===== config.mk =====
export PLATFORM = sky130hd
export DESIGN_NAME = bpsc_rate_sel
export DESIGN_NICKNAME = d
export VERILOG_FILES = /design/src/rtl/core/burst_pulse_schedule_calc_top_macros.svh /design/src/rtl/core/bpsc_pkg.sv /design/src/rtl/core/bpsc_rate_sel.sv
export SDC_FILE = /design/constraint.sdc
export NUM_CORES = 2
export LEC_CHECK = 0
export BUFFER_PORTS_ARGS = -buffer_cell sky130_fd_sc_hd__buf_2
export CAP_MARGIN = 10
export CORE_UTILIZATION = 55
export CTS_CLUSTER_DIAMETER = 50
export DETAILED_ROUTE_END_ITERATION = 12
export PLACE_DENSITY = 0.74
export SYNTH_ARGS = -nofsm -noshare
export SYNTH_HDL_FRONTEND = slang
export SYNTH_SLANG_ARGS = --single-unit

===== constraint.sdc =====
create_clock -name clk -period 11.7 [get_ports clk]
set_input_delay 2.34 -clock clk [delete_from_list [all_inputs] [get_ports clk]]
set_output_delay 2.34 -clock clk [all_outputs]
set_load 0.03 [all_outputs]

===== src/rtl/core/burst_pulse_schedule_calc_top_macros.svh =====
// assertion macros for the burst pulse schedule block
// used by burst_pulse_schedule_calc_top, needs clk and rst in scope
`ifndef BURST_PULSE_SCHEDULE_CALC_TOP_MACROS_SVH
`define BURST_PULSE_SCHEDULE_CALC_TOP_MACROS_SVH

// same-cycle implication
`define BPSC_ASSERT_NOW(label, ante, cons, msg) \
  label: assert property (@(posedge clk) disable iff (rst) (ante) |-> (cons)) \
    else $error(msg);

// next-cycle implication
`define BPSC_ASSERT_NEXT(label, ante, cons, msg) \
  label: assert property (@(posedge clk) disable iff (rst) (ante) |=> (cons)) \
    else $error(msg);

`endif


===== src/rtl/core/bpsc_pkg.sv =====
// shared types, constants and helpers of the burst pulse schedule block
// no dependencies
package bpsc_pkg;

  localparam int unsigned F_W    = 20;
  localparam int unsigned N_W    = 16;
  localparam int unsigned SEL_W  = 3;
  localparam int unsigned TICK_W = 22;
  localparam int unsigned RAM_W  = 16;
  localparam int unsigned RATE_W = 22;
  localparam int unsigned DVD_W  = 38;
  localparam int unsigned SF_W   = F_W + RAM_W;
  localparam int unsigned Q_W    = 23;
  localparam int unsigned Y_PAD  = DVD_W - Q_W;
  localparam int unsigned NUM_D  = 4;

  localparam logic [RAM_W-1:0] RAM_SIZE_RESET = 16'd32760;

  // distinct rates, fastest first
  localparam logic [RATE_W-1:0] RATE_D [NUM_D] = '{22'd4000000, 22'd1000000,
                                                   22'd250000, 22'd62500};
  // largest f with rate/f at least three, one bit wider than f
  localparam logic [F_W:0] F_MAX3_D [NUM_D] = '{21'd1333333, 21'd333333,
                                               21'd83333, 21'd20833};
  // exponent of the largest power of two dividing each rate
  localparam int unsigned POW2_D [NUM_D] = '{8, 6, 4, 2};
  // clock select codes for first choice and fallback
  localparam logic [SEL_W-1:0] SEL_FIRST_D [NUM_D] = '{3'd2, 3'd3, 3'd4, 3'd5};
  localparam logic [SEL_W-1:0] SEL_FALL_D  [NUM_D] = '{3'd0, 3'd3, 3'd4, 3'd5};

  localparam logic [RATE_W-1:0] POW5 [7] = '{22'd1, 22'd5, 22'd25, 22'd125,
                                             22'd625, 22'd3125, 22'd15625};

  typedef struct packed {
    logic              setup_ok;
    logic [SEL_W-1:0]  clock_sel;
    logic              index_valid;
    logic              last_pulse;
    logic [RATE_W-1:0] rate;
  } side_t;

  typedef struct packed {
    logic [F_W-1:0]   f;
    logic [F_W-1:0]   acc;
    logic [DVD_W-1:0] dvd;
    logic [Q_W-1:0]   quot;
    side_t            side;
  } stage_t;

  // f divides 2^amax * 5^6 exactly
  function automatic logic rate_divides(logic [F_W-1:0] f, int unsigned amax);
    logic hit;
    hit = 1'b0;
    for (int b = 0; b < 7; b++) begin
      for (int a = 0; a < 9; a++) begin
        if ((a <= amax) && ({2'b00, f} == (POW5[b] << a))) hit = 1'b1;
      end
    end
    return hit;
  endfunction

endpackage


===== src/rtl/core/bpsc_rate_sel.sv =====
// two-stage rate selection: products and divisibility, then choice
// depends on bpsc_pkg
module bpsc_rate_sel (
  input  logic                        clk,
  input  logic                        rst,
  input  logic                        en,
  input  logic                        vld_in,
  input  logic [bpsc_pkg::F_W-1:0]    burst_freq,
  input  logic [bpsc_pkg::N_W-1:0]    pulse_count,
  input  logic [bpsc_pkg::N_W-1:0]    pulse_index,
  input  logic [bpsc_pkg::RAM_W-1:0]  seq_ram_size,
  output logic                        vld_out,
  output bpsc_pkg::stage_t            stg_out
);

  localparam int unsigned ND = bpsc_pkg::NUM_D;

  // stage 1 registers
  logic                          vld1;
  logic [bpsc_pkg::F_W-1:0]      f1;
  logic                          valid1;
  logic                          last1;
  logic [bpsc_pkg::DVD_W-1:0]    rn1 [ND];
  logic [bpsc_pkg::DVD_W-1:0]    x1  [ND];
  logic [bpsc_pkg::SF_W-1:0]     sf1;
  logic [ND-1:0]                 cand1;

  logic                          idx_ok;
  logic [bpsc_pkg::N_W-1:0]      k_m1;

  assign idx_ok = (pulse_index != '0) && (pulse_index <= pulse_count);
  assign k_m1   = pulse_index - 1'b1;

  always_ff @(posedge clk) begin
    if (rst) begin
      vld1 <= 1'b0;
    end else if (en) begin
      vld1 <= vld_in;
    end
  end

  always_ff @(posedge clk) begin
    if (en) begin
      f1     <= burst_freq;
      valid1 <= idx_ok;
      last1  <= idx_ok && (pulse_index == pulse_count);
      sf1    <= bpsc_pkg::SF_W'(seq_ram_size) * bpsc_pkg::SF_W'(burst_freq);
      for (int d = 0; d < ND; d++) begin
        rn1[d]   <= bpsc_pkg::DVD_W'(pulse_count) * bpsc_pkg::DVD_W'(bpsc_pkg::RATE_D[d]);
        x1[d]    <= bpsc_pkg::DVD_W'(k_m1) * bpsc_pkg::DVD_W'(bpsc_pkg::RATE_D[d]);
        cand1[d] <= ({1'b0, burst_freq} <= bpsc_pkg::F_MAX3_D[d]) &&
                    bpsc_pkg::rate_divides(burst_freq, bpsc_pkg::POW2_D[d]);
      end
    end
  end

  // stage 2: choose the rate
  logic [ND-1:0]                 fit;
  logic                          found;
  logic [1:0]                    dsel;
  logic [bpsc_pkg::SEL_W-1:0]    sel;
  bpsc_pkg::stage_t              stg_next;

  always_comb begin
    for (int d = 0; d < ND; d++) begin
      fit[d] = rn1[d] <= {2'b00, sf1};
    end
    found = 1'b0;
    dsel  = '0;
    sel   = '0;
    // slowest exact multiple first
    for (int d = 0; d < ND; d++) begin
      if (cand1[d]) begin
        found = fit[d];
        dsel  = 2'(d);
        sel   = bpsc_pkg::SEL_FIRST_D[d];
      end
    end
    // otherwise fastest rate that fits
    if (!found) begin
      for (int d = ND - 1; d >= 0; d--) begin
        if (fit[d]) begin
          found = 1'b1;
          dsel  = 2'(d);
          sel   = bpsc_pkg::SEL_FALL_D[d];
        end
      end
    end
    if (f1 == '0) found = 1'b0;

    stg_next.f                     = f1;
    stg_next.acc                   = '0;
    stg_next.dvd                   = x1[dsel];
    stg_next.quot                  = '0;
    stg_next.side.setup_ok         = found;
    stg_next.side.clock_sel        = found ? sel : '0;
    stg_next.side.index_valid      = valid1;
    stg_next.side.last_pulse       = last1;
    stg_next.side.rate             = bpsc_pkg::RATE_D[dsel];
  end

  always_ff @(posedge clk) begin
    if (rst) begin
      vld_out <= 1'b0;
    end else if (en) begin
      vld_out <= vld1;
    end
  end

  always_ff @(posedge clk) begin
    if (en) begin
      stg_out <= stg_next;
    end
  end

endmodule


==> flow_metrics.tcl <==
set metrics [dict create \
    ys_seq_area_frac 0.200 \
    routedWlPerCell_um 17.9 \
    hold_viol_final 0 \
    synth-edff-count 193 \
    period_needed_ns 8.90 \
    cts_resized 0 \
    reg2reg_from "sf1[9]" \
    h-tree-depth 4 \
    drt-initial-drc-count 1249 \
    maxSlewViolCount 0 \
    power_frac_clock 0.063 \
    yosysUniqueCellTypes 88 \
    clk_pin_slew_ns 0.08 \
    cp_data_arrival_time_ns 9.10 \
    p_int_mw 4.84 \
    async_flop_share 0 \
    routabilityCongestion 0.920 \
    gr-usage-all-layers 0.260 \
    setup-tns-final_ns 0 \
    die-area_mm2 0.0539 \
    post_cts.repair.setup_buffers 0 \
    p_comb_frac 0.777 \
    yosysTopAreaCell "fa_1" \
    slowest_stage "fa_1" \
    root_buffer "clkbuf_16" \
    vias_per_cell 5.75 \
    die_w_um 232 \
    grt_start_max_net_pins 113 \
    critPathCapture "x1[2][31]" \
    ys.warnings.count 0 \
    start_kind "input port" \
    synth_area_per_cell_um2 9.83 \
    worstRegToRegCells 13 \
    ant_nets 0 \
    worst_pin_slew_ns 1.02 \
    netlist.area_leader.share 0.246 \
    drtPass1Iterations 6 \
    maxCapViolCount 0 \
    cts_buffers 17 \
    synthCells 2966 \
    crit_type "input port to register" \
    power.net_switching_mw 4.64 \
    grt_pass1_vias 23000 \
    num_vias 21400 \
    critPathMaxStageDelay_ns 0.55 \
    slew_headroom 0.319 \
    hold_buffers 0 \
    syn2layout_area_growth_pct 5.37 \
    rsz0062_at_grt "false" \
    drc_errors 0 \
    initial_core_util 0.556 \
    io_buffers 153 \
    p_leak_nw 14.9 \
    seqPwrFrac 0.161 \
    peakVddDrop_mv 0.308 \
    fmax_mhz 112 \
    grt-ovfl-total 0 \
    r2r_slack_ns 7.65 \
    finalSetupViolations 0 \
    rows 84 \
    place_hpwl_um 52400 \
    hold_path_class "register to register" \
    synth-seq-cells 195 \
    grt_pass1_wl_um 113000 \
    core_mm2 0.0524 \
    clkLatencyLatePin_ns 0.46 \
    drive_above_1_share 0.0707 \
    dieHeight_um 232 \
    critPathMaxFanout 6 \
    ys_top_cells_by_area "fa_1 25%, edfxtp_1 20%, ha_1 20%" \
    p_sw_frac 0.489 \
    status "completed" \
    ios 202 \
    final_nets 3919 \
    cp-end-kind "register" \
    critPathRequiredTime_ns 11.90 \
    p_per_area_mw_per_mm2 309 \
    timing.rr.end "stg_out[7]" \
    antenna_found_initial 1 \
    clock_sinks 195 \
    cts_buffer_depth 2 \
    syn-cell-area_mm2 0.0292 \
    cts_tree "built" \
    skew_ns 0.0123 \
    ys.flop_type "edfxtp_1" \
    final_util 0.586 \
    routed_wl_um 66600 \
    period_share 0.761 \
    cp-startpoint "pulse_index[1]" \
]
cell type report:
| class | instances | area, µm² |
|---|---|---|
| multi-input cells | 2175 | 20800 |
| flip-flops and latches | 195 | 5840 |
| clock buffers | 18 | 429 |
| well taps | 688 | 861 |
| inverters | 482 | 1810 |
| repair buffers | 156 | 797 |
| clock inverters | 14 | 169 |
| fillers | 4382 | 21700 |
| diodes | 1 | 2.50 |
state kept, by name (all words and copies together) (netlist names):
| register | cells |
|---|---|
| rn1 | 30 |
| vld_out | 1 |
| sf1 | 36 |
| cand1 | 4 |
| valid1 | 1 |
| vld1 | 1 |
| stg_out | 71 |
| f1 | 20 |
| last1 | 1 |
| x1 | 30 |
metrics by stage:
step | std cells | instance area [µm²] | power [mW] | worst slack, ns | hold slack (ns)
2_1_floorplan | 3013 | 29300 | 7.21 | 2.88 | 0.400
3_3_place_gp | 3696 | 30100 | 8.68 | 2.60 | 0.400
3_5_place_dp | 3696 | 30100 | 8.88 | 2.36 | 0.417
4_1_cts | 3728 | 30700 | 9.56 | 2.81 | 0.436
5_1_grt | 3728 | 30700 | 10.6 | 2.38 | 0.439
6_report | 3729 | 30700 | 9.49 | 2.80 | 0.435
cells in the final DEF (no fill, tap or decap), drive strengths merged, types with 12 or more instances in the layout:
| cell type | count |
|---|---|
| inv | 491 |
| buf | 155 |
| nor2 | 110 |
| a31oi | 12 |
| nor4 | 30 |
| ha | 462 |
| nand2 | 321 |
| xor2 | 31 |
| a211oi | 13 |
| nor3 | 37 |
| nand3 | 42 |
| edfxtp | 193 |
| a21oi | 121 |
| nand2b | 27 |
| clkbuf | 19 |
| nor2b | 22 |
| o21ai | 62 |
| a21o | 36 |
| mux2i | 55 |
| xnor2 | 69 |
| conb | 48 |
| fa | 358 |
| nand4 | 38 |
| and2 | 104 |
| o21a | 20 |
cell usage after synthesis, drive strengths merged, types with 3 or more instances:
| cell type | instances |
|---|---|
| a2111oi | 8 |
| a211o | 5 |
| a211oi | 13 |
| a21boi | 8 |
| a21o | 36 |
| a21oi | 121 |
| a221oi | 5 |
| a22oi | 3 |
| a31oi | 12 |
| and2 | 104 |
| and3 | 11 |
| and4 | 9 |
| buf | 71 |
| clkbuf | 90 |
| edfxtp | 193 |
| fa | 358 |
| ha | 462 |
| inv | 482 |
| mux2i | 55 |
| nand2 | 321 |
| nand2b | 27 |
| nand3 | 42 |
| nand3b | 4 |
| nand4 | 38 |
| nor2 | 110 |
| nor2b | 22 |
| nor3 | 37 |
| nor3b | 7 |
| nor4 | 30 |
| o211ai | 7 |
| o21a | 20 |
| o21ai | 62 |
| o21ba | 3 |
| o21bai | 11 |
| o22ai | 8 |
| o311a | 3 |
| o31ai | 8 |
| o41ai | 7 |
| or2 | 4 |
| or3 | 11 |
| or4 | 5 |
| xnor2 | 69 |
| xor2 | 31 |
routing by layer:
metal	global-route usage	vias up	routed length, µm
met2	0.453	665	33300
li1	-	9896	-
met3	0.0350	171	3520
met5	0	-	0
met4	0.0999	0	2020
met1	0.326	10700	27800
kinds of logic after synthesis:
kind of cell    count (synthesis)  share of synthesized area
simple gates                  789                      0.132
compound gates                363                     0.0828
flops                         195                      0.200
mux                            55                     0.0189
buf+inv                       643                     0.0921
xor+xnor                      100                     0.0300
fa+ha+maj                     820                      0.444
other cells                     1                   0.000129
critical path, delay by kind of cell:
kind            cells  cell delay [ns]
fa+ha+maj           8             3.34
compound gates     10             2.26
buf+inv             6             0.59
xor+xnor            1             0.50
simple gates        1             0.05
worst min path at each step:
stage | to | cells past startpoint | startpoint | slack, ns
2_1_floorplan | stg_out[22] | 0 | last1 | 0.40
6_report | stg_out[23] | 0 | valid1 | 0.43
4_1_cts | stg_out[23] | 0 | valid1 | 0.44
3_5_place_dp | stg_out[22] | 0 | last1 | 0.42
5_1_grt | stg_out[23] | 0 | valid1 | 0.44
3_3_place_gp | stg_out[23] | 0 | valid1 | 0.40
power groups by stage:
stage	sequential, mW	clock, mW	combinational, mW
3_5_place_dp	1.54	0	7.34
2_1_floorplan	1.64	0	5.57
4_1_cts	1.53	0.606	7.42
6_report	1.52	0.593	7.37
5_1_grt	1.55	0.628	8.39
3_3_place_gp	1.54	0	7.14
(Power assumes the default switching activity.)
