### src/rtl/core/burst_pulse_schedule_calc_top_macros.svh
// assertion macros for the burst pulse schedule block
// used by burst_pulse_schedule_calc_top, needs clk and rst in scope
`ifndef BURST_PULSE_SCHEDULE_CALC_TOP_MACROS_SVH
`define BURST_PULSE_SCHEDULE_CALC_TOP_MACROS_SVH

// same-cycle implication
`define BPSC_ASSERT_NOW(label, ante, cons, msg) \
  label: assert property (@(posedge clk) disable iff (rst) (ante) |-> (cons)) \
    else $error(msg);

// next-cycle implication
`define BPSC_ASSERT_NEXT(label, ante, cons, msg) \
  label: assert property (@(posedge clk) disable iff (rst) (ante) |=> (cons)) \
    else $error(msg);

`endif

### src/rtl/core/bpsc_pkg.sv
// shared types, constants and helpers of the burst pulse schedule block
// no dependencies
package bpsc_pkg;

  localparam int unsigned F_W    = 20;
  localparam int unsigned N_W    = 16;
  localparam int unsigned SEL_W  = 3;
  localparam int unsigned TICK_W = 22;
  localparam int unsigned RAM_W  = 16;
  localparam int unsigned RATE_W = 22;
  localparam int unsigned DVD_W  = 38;
  localparam int unsigned SF_W   = F_W + RAM_W;
  localparam int unsigned Q_W    = 23;
  localparam int unsigned Y_PAD  = DVD_W - Q_W;
  localparam int unsigned NUM_D  = 4;

  localparam logic [RAM_W-1:0] RAM_SIZE_RESET = 16'd32760;

  // distinct rates, fastest first
  localparam logic [RATE_W-1:0] RATE_D [NUM_D] = '{22'd4000000, 22'd1000000,
                                                   22'd250000, 22'd62500};
  // largest f with rate/f at least three, one bit wider than f
  localparam logic [F_W:0] F_MAX3_D [NUM_D] = '{21'd1333333, 21'd333333,
                                               21'd83333, 21'd20833};
  // exponent of the largest power of two dividing each rate
  localparam int unsigned POW2_D [NUM_D] = '{8, 6, 4, 2};
  // clock select codes for first choice and fallback
  localparam logic [SEL_W-1:0] SEL_FIRST_D [NUM_D] = '{3'd2, 3'd3, 3'd4, 3'd5};
  localparam logic [SEL_W-1:0] SEL_FALL_D  [NUM_D] = '{3'd0, 3'd3, 3'd4, 3'd5};

  localparam logic [RATE_W-1:0] POW5 [7] = '{22'd1, 22'd5, 22'd25, 22'd125,
                                             22'd625, 22'd3125, 22'd15625};

  typedef struct packed {
    logic              setup_ok;
    logic [SEL_W-1:0]  clock_sel;
    logic              index_valid;
    logic              last_pulse;
    logic [RATE_W-1:0] rate;
  } side_t;

  typedef struct packed {
    logic [F_W-1:0]   f;
    logic [F_W-1:0]   acc;
    logic [DVD_W-1:0] dvd;
    logic [Q_W-1:0]   quot;
    side_t            side;
  } stage_t;

  // f divides 2^amax * 5^6 exactly
  function automatic logic rate_divides(logic [F_W-1:0] f, int unsigned amax);
    logic hit;
    hit = 1'b0;
    for (int b = 0; b < 7; b++) begin
      for (int a = 0; a < 9; a++) begin
        if ((a <= amax) && ({2'b00, f} == (POW5[b] << a))) hit = 1'b1;
      end
    end
    return hit;
  endfunction

endpackage

### src/rtl/core/bpsc_div_cell.sv
// one restoring division step: shift in a dividend bit, subtract if it fits
// depends on bpsc_pkg
module bpsc_div_cell (
  input  logic             clk,
  input  logic             rst,
  input  logic             en,
  input  logic             vld_in,
  input  bpsc_pkg::stage_t stg_in,
  output logic             vld_out,
  output bpsc_pkg::stage_t stg_out
);

  logic [bpsc_pkg::F_W:0]   trial;
  logic [bpsc_pkg::F_W:0]   diff;
  logic                     ge;
  bpsc_pkg::stage_t         stg_next;

  always_comb begin
    trial    = {stg_in.acc, stg_in.dvd[bpsc_pkg::DVD_W-1]};
    diff     = trial - {1'b0, stg_in.f};
    ge       = trial >= {1'b0, stg_in.f};
    stg_next = stg_in;
    stg_next.acc  = ge ? diff[bpsc_pkg::F_W-1:0] : trial[bpsc_pkg::F_W-1:0];
    stg_next.dvd  = {stg_in.dvd[bpsc_pkg::DVD_W-2:0], 1'b0};
    stg_next.quot = {stg_in.quot[bpsc_pkg::Q_W-2:0], ge};
  end

  always_ff @(posedge clk) begin
    if (rst) begin
      vld_out <= 1'b0;
    end else if (en) begin
      vld_out <= vld_in;
    end
  end

  always_ff @(posedge clk) begin
    if (en) begin
      stg_out <= stg_next;
    end
  end

endmodule

### config.mk
export PLATFORM = sky130hd
export DESIGN_NAME = bpsc_div_cell
export DESIGN_NICKNAME = d
export VERILOG_FILES = /design/src/rtl/core/burst_pulse_schedule_calc_top_macros.svh /design/src/rtl/core/bpsc_pkg.sv /design/src/rtl/core/bpsc_div_cell.sv
export SDC_FILE = /design/constraint.sdc
export NUM_CORES = 1
export LEC_CHECK = 0
export ABC_AREA = 1
export BUFFER_PORTS_ARGS = -buffer_cell sky130_fd_sc_hd__buf_4
export CELL_PAD_IN_SITES_DETAIL_PLACEMENT = 1
export CELL_PAD_IN_SITES_GLOBAL_PLACEMENT = 1
export CORE_MARGIN = 2
export CORE_UTILIZATION = 32
export DETAILED_ROUTE_END_ITERATION = 8
export GPL_TIMING_DRIVEN = 1
export PLACE_DENSITY = 0.84
export RECOVER_POWER = 100
export SYNTH_ARGS = -nofsm -noshare
export SYNTH_HDL_FRONTEND = slang
export SYNTH_SLANG_ARGS = --single-unit
### constraint.sdc
create_clock -name clk -period 1.9 [get_ports clk]
set_input_delay 0.19 -clock clk [delete_from_list [all_inputs] [get_ports clk]]
set_output_delay 0.19 -clock clk [all_outputs]
set_load 0.05 [all_outputs]
==> metrics.log, run 1 <==
INFO  metric clk_pin_slew_worst_paths = 0.06 ns
INFO  metric post-route-period-util = 96.9%
INFO  metric remaining_drc_errors = 0
INFO  metric detailroute.wirelength.met2 = 13.8 mm
INFO  metric pwr-share-clk = 36.0%
INFO  metric clk_latency = 0.43 ns
INFO  metric critical_path.n_buffers_inverters = 4
INFO  metric critical_path_cell_count = 12
INFO  metric wl_met1 = 11.2 mm
INFO  metric worst_slack = 0.0580 ns
INFO  metric initial_core_util = 32.5%
INFO  metric grt_pass1_vias = 6119
INFO  metric synth_edf_count = 128
INFO  metric route.detailed.wl_per_inst = 25.1 um
INFO  metric synth_top_flop_cell = sky130_fd_sc_hd__edfxtp_1
INFO  metric final-instance-count-excl-fill = 1151
INFO  metric cp_data_arrival_time = 2.02 ns
INFO  metric maximum_net_fanout_on_the_critical_path = 4
INFO  metric switching_share = 35.3%
INFO  metric floorplan.io_pins = 263
INFO  metric synth_cells = 466
INFO  metric core_region_area = 17200 um2
INFO  metric timing.critical_path.to_type = register
INFO  metric postSynthRegisterBits = 129
INFO  metric synth_top_cells_by_count = sky130_fd_sc_hd__nand2_1 (130), sky130_fd_sc_hd__edfxtp_1 (128), sky130_fd_sc_hd__inv_1 (66), sky130_fd_sc_hd__nand3_1 (28), sky130_fd_sc_hd__nor2_1 (26)
INFO  metric top_layer_used = met5
INFO  metric cts-root-to-sink-buffers = 2
INFO  metric postLayoutCellArea = 9280 um2
INFO  metric post_synthesis_cell_type_count = 32
INFO  metric slew_viol_final = 0
INFO  metric synth.yosys.seq_area_share = 69.3%
INFO  metric drt-initial-drc-count = 530
INFO  metric area_growth_from_synthesis_to_layout = 66.3%
INFO  metric floorplan.die_area = 18500 um2
INFO  metric drt_pre_antenna_iters = 5
INFO  metric antenna_found_initial = 3
INFO  metric postSynth.asyncResetShare = 0%
INFO  metric floorplan.die.height = 136 um
INFO  metric timing.critical_path.slowest_cell_delay = 0.40 ns
INFO  metric cts_made_buffers = 17
INFO  metric cap_viol_max_count = 0
INFO  metric syn_area = 5580 um2
INFO  metric status = finished, final reports clean
INFO  metric worst_tran_pin_value = 1.37 ns
INFO  metric grt_setup_unrepaired = no
INFO  metric n_fill_cell = 1980
INFO  metric pwr-share-comb = 25.8%
INFO  metric worst_path_slowest_cell = sky130_fd_sc_hd__ha_1
INFO  metric placed_cells_incl_taps = 1009
INFO  metric cp_cell_sequence = buf_4 > inv_1 > ha_1 > nand2_1 > buf_4 > nor2_1 > buf_4 > nand3_2 > nand2_1 > nand2_1 > nand3_1 > nand2_1
INFO  metric r2r-end = vld_out
INFO  metric tritoncts = yes
INFO  metric final-setup-viol-count = 0
INFO  metric reg2reg_depth = 2
INFO  metric first_pass_grt_wire_length = 41.1 mm
INFO  metric routed_wl = 28.9 mm
INFO  metric number_of_hold_violations_in_the_final_report = 0
INFO  metric clock_skew = 0 ns
INFO  metric clock-root-buffer = sky130_fd_sc_hd__clkbuf_16
INFO  metric port_buffers = 260
INFO  metric timing.hold.worst.class = in -> reg
INFO  metric worst-r2r-setup-slack = 1.00 ns
INFO  metric post-dp-hpwl = 16.2 mm
INFO  metric die-width = 136 um
INFO  metric placement_rows = 48
INFO  metric final_util = 54.0%
INFO  metric post_place_instance_area = 8260 um2
INFO  metric ctsHtreeMaxLevel = 4
INFO  metric p_per_area = 1010 nW/um2
INFO  metric maximum_number_of_pins_on_one_net_before_global_route_repair = 49
INFO  metric critical-path-top-cell-by-count = sky130_fd_sc_hd__nand2_1
INFO  metric overflow = 0
INFO  metric crit_end = stg_out[103]
INFO  metric ir_drop = 0.000726 V
INFO  metric required_time_at_the_worst_slack_endpoint = 2.08 ns
INFO  metric synth.yosys.warnings = 0
INFO  metric switching_power = 3.31 mW
INFO  metric yosysTopAreaCellShare = 68.9%
INFO  metric vias_per_cell = 4.96
INFO  metric most_common_cell_in_the_synthesized_netlist = sky130_fd_sc_hd__nand2_1
INFO  metric cp_startpoint_kind = primary input
INFO  metric nets = 1064
INFO  metric synth_nets = 620
INFO  metric cell_internal_pwr = 6.05 mW
INFO  metric gpl.final_weighted_congestion = 0.787
INFO  metric pre_cts_slack = -0.144 ns
INFO  metric numClockSinks = 129
INFO  metric fin_crit = 1.84 ns
INFO  metric power_frac_seq = 38.2%
INFO  metric timing.fmax = 543 MHz
INFO  metric criticalPathCategory = in -> reg
INFO  metric grtUsageTotal = 31.3%
INFO  metric worst_path_dominant_cell_family = simple AND/OR/NAND/NOR gates
INFO  metric fin_hold_ws = 0.0606 ns
INFO  metric crit_path_start = stg_in[118]
INFO  metric postSynthAreaPerCell = 12.0 um2
INFO  metric routed-wl-met3 = 2.55 mm
INFO  metric via_count = 5709
INFO  metric max_slew_margin = 8.48%
INFO  metric synth_area_leaders = sky130_fd_sc_hd__edfxtp_1 (69%), sky130_fd_sc_hd__nand2_1 (8.7%), sky130_fd_sc_hd__ha_1 (4.5%)
INFO  metric leakage = 4.02 nW
INFO  metric post_route_cells_drive_above_1_share = 23.4%
INFO  metric netlist.top_cell.by_area = sky130_fd_sc_hd__edfxtp_1
INFO  metric worstReg2RegStart = vld_out
INFO  metric postRouteAntennaNets = 0
-- power groups by stage --
stage / registers, mW / clock network, mW / logic, mW
CTS: 3.54 / 3.22 / 2.55
finish: 3.57 / 3.37 / 2.42
floorplan: 4.46 / 0 / 0.445
global route: 3.58 / 3.47 / 2.52
global placement: 3.56 / 0 / 2.29
detailed placement: 3.58 / 0 / 2.35
-- per-stage QoR --
step,power [mW],TNS (ns)
2_1_floorplan,4.91,0
3_3_place_gp,5.85,-0.801
3_5_place_dp,5.93,-1.74
4_1_cts,9.31,0
5_1_grt,9.58,0
6_report,9.36,0
-- layout make-up --
type	count	area, um2	area share (%)
Sequential cell	129	3860	41.7
Timing Repair Buffer	429	2880	31.0
Multi-Input combinational cell	264	1410	15.2
Clock buffer	17	425	4.59
Tap cell	225	282	3.04
Inverter	69	264	2.85
Clock inverter	14	141	1.52
Antenna cell	4	10.0	0.108
-- sequential cells by signal, summed over array words and instances (netlist names) --
name	flops
stg_out	128
vld_out	1
-- kinds of logic after synthesis --
group                    share of synthesized area [%]
buffers and inverters                             5.54
AO/OA/AOI/OAI                                     1.86
XOR/XNOR                                          1.57
AND/OR/NAND/NOR                                   16.7
other                                           0.0672
multiplexers                                     0.179
adder cells (fa/ha/maj)                           4.85
flip-flops                                        69.3
-- worst min-delay path by stage --
stage               slack [ns]  cells past startpoint            to   startpoint
finish                    0.06                      3  stg_out[107]  stg_in[106]
global route              0.06                      2  stg_out[127]  stg_in[127]
CTS                       0.04                      2  stg_out[127]  stg_in[127]
detailed placement        0.37                      1   stg_out[10]   stg_in[10]
global placement          0.35                      2       vld_out          rst
floorplan                 0.26                      1       vld_out          rst
-- cells in the final DEF, fill, tap and decap left out, types with 3 or more instances in the layout --
cell type	Yosys	layout
sky130_fd_sc_hd__clkbuf_16	0	17
sky130_fd_sc_hd__a21oi_1	13	12
sky130_fd_sc_hd__ha_1	20	19
sky130_fd_sc_hd__nand3_1	28	27
sky130_fd_sc_hd__clkbuf_4	0	78
sky130_fd_sc_hd__edfxtp_1	128	128
sky130_fd_sc_hd__clkinv_4	0	3
sky130_fd_sc_hd__nor2_2	2	4
sky130_fd_sc_hd__nand2_2	15	12
sky130_fd_sc_hd__nor2_1	26	24
sky130_fd_sc_hd__clkinv_2	0	3
sky130_fd_sc_hd__clkbuf_1	0	162
sky130_fd_sc_hd__dlygate4sd3_1	0	107
sky130_fd_sc_hd__nand3b_1	4	4
sky130_fd_sc_hd__diode_2	0	4
sky130_fd_sc_hd__xor2_1	9	9
sky130_fd_sc_hd__inv_1	66	66
sky130_fd_sc_hd__nand2_1	130	133
sky130_fd_sc_hd__inv_6	1	3
sky130_fd_sc_hd__buf_4	1	80
-- worst min-delay path, stage by stage --
cell	delay (ns)
sky130_fd_sc_hd__buf_4	0.09
sky130_fd_sc_hd__nand2_2	0.04
sky130_fd_sc_hd__nand2_1	0.05
-- routing by layer --
| layer | track usage, % | vias to the layer above |
|---|---|---|
| met5 | 0 | - |
| met4 | 15.3 | 2 |
| met3 | 9.43 | 97 |
| met2 | 51.7 | 368 |
| met1 | 37.2 | 2788 |
| li1 | - | 2454 |
-- repair_timing --
action,4_1_cts,5_1_grt
setup buffers,0,0
setup endpoints to repair,0,5
hold buffers,107,0
endpoints found under the hold margin,107,0
gates resized for setup,0,5
Note: power is estimated with default switching activity, not from simulation.
==> inputs of run 2 (changes only) <==
--- a/config.mk
+++ b/config.mk
@@ -14,7 +14,8 @@
 export DETAILED_ROUTE_END_ITERATION = 8
 export GPL_TIMING_DRIVEN = 1
 export PLACE_DENSITY = 0.84
-export RECOVER_POWER = 100
+export RECOVER_POWER = 25
+export REMOVE_ABC_BUFFERS = 1
 export SYNTH_ARGS = -nofsm -noshare
 export SYNTH_HDL_FRONTEND = slang
 export SYNTH_SLANG_ARGS = --single-unit
==> run 2 against run 1 <==
Via count grew 0.61%. Final area is 8.1% higher. Non-clock buffer count is 6 higher. Power grew 8.3%. First-iteration DRC count is 14% lower. Global-route usage rose by 0.93 points. Hold slack lost 0.013 ns. Critical path depth increased by 1. Combinational power grew 12%. Clock-buffer cell count rose by 1. Clock power grew 15%. Register-to-register slack better by 0.06 ns. Largest cell class unchanged. Largest power group is now clock. Highest routed layer unchanged.
==> metrics.log, run 2 (synthesized netlist as in run 1, its figures left out) <==
INFO  metric n_fill_cell = 1874 (-5.4%)
INFO  metric postRouteAntennaNets = 0 (unchanged)
INFO  metric p_per_area = 1010 nW/um2 (+0.10%)
INFO  metric antenna_found_initial = 5 (+2)
INFO  metric cp_cell_sequence = buf_4 > inv_1 > ha_1 > nand2_1 > buf_4 > nor2_1 > nand2_1 > nand3_1 > nand3_1 > nand2_1 > nand2_1 > nand3_1 > nand2_1
INFO  metric worst_path_slowest_cell = sky130_fd_sc_hd__ha_1
INFO  metric most-common-layout-cells = sky130_fd_sc_hd__buf_4 (265), sky130_fd_sc_hd__nand2_1 (129), sky130_fd_sc_hd__edfxtp_1 (128)
INFO  metric critical_path.n_buffers_inverters = 3 (-1)
INFO  metric gpl.final_weighted_congestion = 0.803 (+2.0%)
INFO  metric total_power = 10.1 mW (+8.3%)
INFO  metric timing.critical_path.to_type = register
INFO  metric maximum_number_of_pins_on_one_net_before_global_route_repair = 40 (-18%)
INFO  metric post_place_instance_area = 8310 um2 (+0.61%)
INFO  metric setup_total_negative_slack = 0 ns (unchanged)
INFO  metric timing.hold.worst.class = in -> reg
INFO  metric overflow = 0 (unchanged)
INFO  metric required_time_at_the_worst_slack_endpoint = 2.09 ns (about the same)
INFO  metric clock-root-buffer = sky130_fd_sc_hd__clkbuf_16
INFO  metric die-width = 136 um (unchanged)
INFO  metric final-setup-viol-count = 0 (unchanged)
INFO  metric ff_latch_area = 3860 um2 (unchanged)
INFO  metric port_buffers = 260 (unchanged)
INFO  metric post-cts-setup-buffers = 0 (unchanged)
INFO  metric vias_per_cell = 4.96 (about the same)
INFO  metric layout.cells.most_common = sky130_fd_sc_hd__buf_4
INFO  metric top_layer_used = met5
INFO  metric floorplan.io_pins = 263 (unchanged)
INFO  metric drt_pre_antenna_iters = 5 (unchanged)
INFO  metric initial_core_util = 32.5% (unchanged)
INFO  metric grt_pass1_vias = 6177 (+0.95%)
INFO  metric remaining_drc_errors = 0 (unchanged)
INFO  metric multiInputGateArea = 1440 um2 (+1.7%)
INFO  metric cp_data_arrival_time = 1.98 ns (-0.04 ns)
INFO  metric routed_wl = 29.4 mm (+1.9%)
INFO  metric numClockSinks = 129 (unchanged)
INFO  metric post-route-period-util = 94.5% (-2.5 points)
INFO  metric detailroute.wirelength.met2 = 14.2 mm (+3.1%)
INFO  metric nets = 1070 (+0.56%)
INFO  metric status = finished, final reports clean
INFO  metric worst_tran_pin_value = 1.17 ns (-0.205 ns)
INFO  metric top_register = stg_out
INFO  metric max_slew_margin = 22.1% (+14 points)
INFO  metric slew_viol_final = 0 (unchanged)
INFO  metric worst_path_dominant_cell_family = simple AND/OR/NAND/NOR gates
INFO  metric placement_rows = 48 (unchanged)
INFO  metric drt-initial-drc-count = 458 (-14%)
INFO  metric cp_startpoint_kind = primary input
INFO  metric placed_cells_incl_taps = 1014 (+0.50%)
INFO  metric leakage = 4.66 nW (+16%)
INFO  metric clk_latency = 0.44 ns (about the same)
INFO  metric routed-wl-met3 = 2.40 mm (-5.8%)
INFO  metric ctsHtreeMaxLevel = 4 (unchanged)
INFO  metric floorplan.die.height = 136 um (unchanged)
INFO  metric final-instance-count-excl-fill = 1158 (+0.61%)
INFO  metric core_region_area = 17200 um2 (unchanged)
INFO  metric floorplan.die_area = 18500 um2 (unchanged)
INFO  metric cts_made_buffers = 17 (unchanged)
INFO  metric post-dp-hpwl = 15.8 mm (-2.0%)
INFO  metric largest_reg_flops = 128 (unchanged)
INFO  metric cts-root-to-sink-buffers = 2 (unchanged)
INFO  metric fin_crit = 1.79 ns (-0.0474 ns)
INFO  metric clk_pin_slew_worst_paths = 0.07 ns (about the same)
INFO  metric number_of_hold_violations_in_the_final_report = 0 (unchanged)
INFO  metric cap_viol_max_count = 0 (unchanged)
INFO  metric first_pass_grt_wire_length = 42.1 mm (+2.4%)
INFO  metric route.detailed.wl_per_inst = 25.4 um (+1.3%)
INFO  metric timing.critical_path.slowest_cell_delay = 0.36 ns (-0.04 ns)
INFO  metric clock_skew = 0 ns (unchanged)
INFO  metric grtUsageTotal = 32.2% (+0.93 points)
INFO  metric post_route_cells_drive_above_1_share = 40.9% (+17 points)
INFO  metric largest_registers = stg_out: 128 flops, vld_out: 1 flops
INFO  metric criticalPathCategory = in -> reg
INFO  metric area_growth_from_synthesis_to_layout = 79.8%
INFO  metric postLayoutCellArea = 10000 um2 (+8.1%)
INFO  metric ir_drop = 0.000645 V (-11%)
INFO  metric maximum_net_fanout_on_the_critical_path = 4 (unchanged)
INFO  metric timing.fmax = 557 MHz (+2.6%)
INFO  metric tritoncts = yes
INFO  metric via_count = 5744 (+0.61%)
INFO  metric critical-path-top-cell-by-count = sky130_fd_sc_hd__nand2_1
INFO  metric wl_met1 = 11.5 mm (+2.1%)
-- run 2: cell types whose count changed in the layout (fill, tap and decap cells not counted), moves of 3 or more --
cell                        delta
sky130_fd_sc_hd__buf_4       +185
sky130_fd_sc_hd__bufinv_16     +3
sky130_fd_sc_hd__clkbuf_4     -30
sky130_fd_sc_hd__clkbuf_1    -151
sky130_fd_sc_hd__nand2_2       +4
sky130_fd_sc_hd__nand2_1       -4
-- run 2: what timing repair did --
item / 4_1_cts / 5_1_grt
gates resized for setup: 0 / 8
endpoints found under the setup margin: 0 / 20
hold endpoints to repair: 108 / 0
hold buffers: 108 / 0
-- run 2: area by class of cell --
type	count	share of cell area [%]
inverter	69	2.63
clock buffer	18	4.28
clock inverter	14	2.26
antenna	4	0.0998
multi-input combinational	264	14.3
timing repair buffer	435	35.1
sequential	129	38.5
tap	225	2.81
-- run 2: path summary, 6_finish.rpt --
| check | cells after the start | from | slack [ns] | endpoint |
|---|---|---|---|---|
| setup reg to reg | 2 | vld_out | 1.06 | vld_out |
| hold reg to reg | 2 | vld_out | 0.66 | vld_out |
| setup / recovery | 13 | stg_in[113] | 0.11 | stg_out[103] |
| hold / removal | 3 | stg_in[105] | 0.05 | stg_out[106] |
-- run 2: layer usage --
| metal | global-route usage (%) | up-vias |
|---|---|---|
| li1 | - | 2466 |
| met1 | 37.0 | 2847 |
| met2 | 53.5 | 337 |
| met3 | 11.1 | 92 |
| met4 | 15.9 | 2 |
| met5 | 0 | - |
-- run 2: where the power goes --
| part | internal, mW | switching (mW) | total, mW | leakage (nW) |
|---|---|---|---|---|
| Clock | 2.36 | 1.50 | 3.86 | 0.318 |
| Sequential | 3.44 | 0.134 | 3.57 | 1.26 |
| Combinational | 0.953 | 1.75 | 2.70 | 3.08 |
| Total | 6.75 | 3.38 | 10.1 | 4.66 |
-- run 2: metrics by stage --
stage / utilization (%) / hold slack (ns) / setup WS, ns
after floorplan: - / 0.262 / 0.160
after global placement: 48.4 / 0.350 / -0.119
after detailed placement: 48.4 / 0.369 / -0.158
after CTS: 58.5 / 0.0409 / 0.283
after global routing: 58.4 / 0.0494 / -0.000294
final: 58.4 / 0.0475 / 0.105
-- run 2: worst min-delay path: cells and delay by family --
family,cells,cell delay (ns)
buf+inv,1,0.09
simple gates,2,0.10
==> inputs of run 3 (changes only) <==
==> constraint.sdc (replaced) <==
create_clock -name clk -period 1.9 [get_ports clk]
set_input_delay 0.285 -clock clk [delete_from_list [all_inputs] [get_ports clk]]
set_output_delay 0.285 -clock clk [all_outputs]
set_load 0.05 [all_outputs]
==> run 3 against run 2 <==
Wire length down 29%. Setup slack better by 0.044 ns. Fmax up 2.5%. Hold slack worse by 0.019 ns. Combinational power down 11%. Sequential cell count unchanged. Critical endpoint is now stg_out[105]. Largest cell class unchanged.
==> metrics.log, run 3 (synthesized netlist as in run 1, its figures left out) <==
INFO  metric timing.critical_path.slowest_cell_delay = 0.41 ns (+0.05 ns)
INFO  metric vias_per_cell = 4.49 (-9.5%)
INFO  metric antenna_found_initial = 1 (-4)
INFO  metric post_route_cells_drive_above_1_share = 46.8% (+5.9 points)
INFO  metric placement_rows = 48 (unchanged)
INFO  metric postRouteAntennaNets = 0 (unchanged)
INFO  metric cts-root-to-sink-buffers = 2 (unchanged)
INFO  metric largest_reg_flops = 128 (unchanged)
INFO  metric globalRouteMet1Util = 22.0% (-15 points)
INFO  metric remaining_drc_errors = 0 (unchanged)
INFO  metric gpl.final_weighted_congestion = 0.808 (+0.66%)
INFO  metric overflow = 0 (unchanged)
INFO  metric timing.hold.worst_endpoint = vld_out
INFO  metric post-cts-setup-buffers = 0 (unchanged)
INFO  metric fin_hold_ws = 0.0287 ns (-0.0187 ns)
INFO  metric status = finished, final reports clean
INFO  metric postLayoutCellArea = 9010 um2 (-10%)
INFO  metric nets = 966 (-9.7%)
INFO  metric floorplan.die.height = 136 um (unchanged)
INFO  metric fin_crit = 1.75 ns (-0.0445 ns)
INFO  metric port_buffers = 260 (unchanged)
INFO  metric floorplan.die_area = 18500 um2 (unchanged)
INFO  metric core_region_area = 17200 um2 (unchanged)
INFO  metric die-width = 136 um (unchanged)
INFO  metric grt_pass1_vias = 5076 (-18%)
INFO  metric cp_data_arrival_time = 1.92 ns (-0.06 ns)
INFO  metric ir_drop = 0.000661 V (+2.5%)
INFO  metric final-setup-viol-count = 0 (unchanged)
INFO  metric p_per_area = 1050 nW/um2 (+3.8%)
INFO  metric slew_viol_final = 0 (unchanged)
INFO  metric grtUsageTotal = 22.6% (-9.6 points)
INFO  metric cp_startpoint_kind = primary input
INFO  metric use_met3 = 9.66% (-1.5 points)
INFO  metric final-instance-count-excl-fill = 1051 (-9.2%)
INFO  metric grt_setup_unrepaired = no
INFO  metric leakage = 4.26 nW (-8.6%)
INFO  metric cts_made_buffers = 17 (unchanged)
INFO  metric worst_slack = 0.150 ns (+0.0445 ns)
INFO  metric final_util = 52.4% (-6.0 points)
INFO  metric post-dp-hpwl = 16.0 mm (+1.4%)
INFO  metric criticalPathCategory = in -> reg
INFO  metric largest_registers = stg_out: 128 flops, vld_out: 1 flops
INFO  metric critical_path_cell_count = 14 (+1)
INFO  metric top_register = stg_out
INFO  metric worst-r2r-setup-slack = 1.30 ns (+0.24 ns)
INFO  metric first_pass_grt_wire_length = 30.2 mm (-28%)
INFO  metric worst_path_slowest_cell = sky130_fd_sc_hd__fa_1
INFO  metric floorplan.io_pins = 263 (unchanged)
INFO  metric drt_pre_antenna_iters = 4 (-1)
INFO  metric hold_depth = 2 (-1)
INFO  metric start_point_of_the_worst_hold_path = rst
INFO  metric ctsHtreeMaxLevel = 4 (unchanged)
INFO  metric routed_wl = 20.8 mm (-29%)
INFO  metric reg2reg_depth = 2 (unchanged)
INFO  metric via_count = 4720 (-18%)
INFO  metric most-common-layout-cells = sky130_fd_sc_hd__buf_4 (228), sky130_fd_sc_hd__nand2_1 (129), sky130_fd_sc_hd__edfxtp_1 (128)
INFO  metric r2r-end = vld_out
INFO  metric drt-initial-drc-count = 255 (-44%)
INFO  metric worst_path_dominant_cell_family = simple AND/OR/NAND/NOR gates
INFO  metric placed_cells_incl_taps = 1018 (+0.39%)
INFO  metric post_place_instance_area = 8380 um2 (+0.81%)
INFO  metric numClockSinks = 129 (unchanged)
INFO  metric total_power = 9.45 mW (-6.8%)
INFO  metric global_route.peak_usage_layer = met2
INFO  metric timing.fmax = 571 MHz (+2.5%)
INFO  metric clock_skew = 0 ns (unchanged)
INFO  metric clk_pin_slew_worst_paths = 0.06 ns (about the same)
INFO  metric timing.hold.worst.class = in -> reg
INFO  metric layout.cells.most_common = sky130_fd_sc_hd__buf_4
INFO  metric maximum_number_of_pins_on_one_net_before_global_route_repair = 38 (-5.0%)
INFO  metric worstReg2RegStart = vld_out
INFO  metric cp_cell_sequence = buf_4 > inv_1 > ha_1 > fa_1 > inv_1 > nand3_1 > nand3_1 > nand2_1 > nand2_2 > nand2_1 > nand2_1 > nand2_1 > nand3_1 > nand2_1
INFO  metric met2_layer_usage_reported_by_global_route = 40.9% (-13 points)
INFO  metric tritoncts = yes
INFO  metric area_growth_from_synthesis_to_layout = 61.5%
INFO  metric required_time_at_the_worst_slack_endpoint = 2.07 ns (-0.02 ns)
INFO  metric pre_cts_slack = -0.246 ns (-0.0883 ns)
INFO  metric initial_core_util = 32.5% (unchanged)
INFO  metric route.detailed.wl_per_inst = 19.8 um (-22%)
INFO  metric clk_latency = 0.41 ns (-0.03 ns)
INFO  metric post-route-period-util = 92.1% (-2.3 points)
INFO  metric critical_path.n_buffers_inverters = 3 (unchanged)
INFO  metric setup_total_negative_slack = 0 ns (unchanged)
INFO  metric cap_viol_max_count = 0 (unchanged)
INFO  metric number_of_hold_violations_in_the_final_report = 0 (unchanged)
INFO  metric maximum_net_fanout_on_the_critical_path = 3 (-1)
INFO  metric timing.critical_path.to_type = register
INFO  metric critical-path-top-cell-by-count = sky130_fd_sc_hd__nand2_1
INFO  metric clock-root-buffer = sky130_fd_sc_hd__clkbuf_16
[run 3: changes by cell type in the layout (fill, tap and decap cells not counted), sizes merged]
cell / change
buf: -31
bufinv: -1
clkbuf: +35
clkinv: +1
clkinvlp: +1
diode: -3
dlygate4sd3: -108
inv: -1
[run 3: per-layer routing]
layer  routed length (um)  vias up  part of all wire, %
met2                10900      189                   52
met5                    0        -                    0
met4                  944        0                  4.5
met3                 1980       44                  9.5
met1                 7040     2242                   34
li1                     -     2245                    -
[run 3: timing repair]
item | CTS | global route
gates resized for setup | 0 | 1
endpoints found under the hold margin | 0 | 0
hold buffers | 0 | 0
endpoints found under the setup margin | 0 | 3
[run 3: report_power, final]
group | internal [mW] | switching [mW] | total [mW] | leakage, nW
registers | 3.43 | 0.0900 | 3.52 | 1.26
clock network | 2.22 | 1.31 | 3.53 | 0.303
logic | 0.826 | 1.57 | 2.39 | 2.70
total | 6.48 | 2.97 | 9.45 | 4.26
[run 3: final cells by class]
type | instances | area, um2
antenna | 1 | 2.50
inverter | 69 | 264
timing repair buffer | 331 | 2560
multi-input combinational | 264 | 1410
fill | 1890 | 8170
sequential | 129 | 3860
tap | 225 | 282
clock inverter | 14 | 204
clock buffer | 18 | 429
[run 3: worst max path at each step]
stage / start / to / slack (ns)
detailed placement: stg_in[88] / stg_out[105] / -0.25
floorplan: stg_in[88] / stg_out[105] / 0.06
global placement: stg_in[88] / stg_out[105] / -0.21
CTS: stg_in[88] / stg_out[105] / 0.09
global route: stg_in[124] / stg_out[103] / 0.04
finish: stg_in[88] / stg_out[105] / 0.15
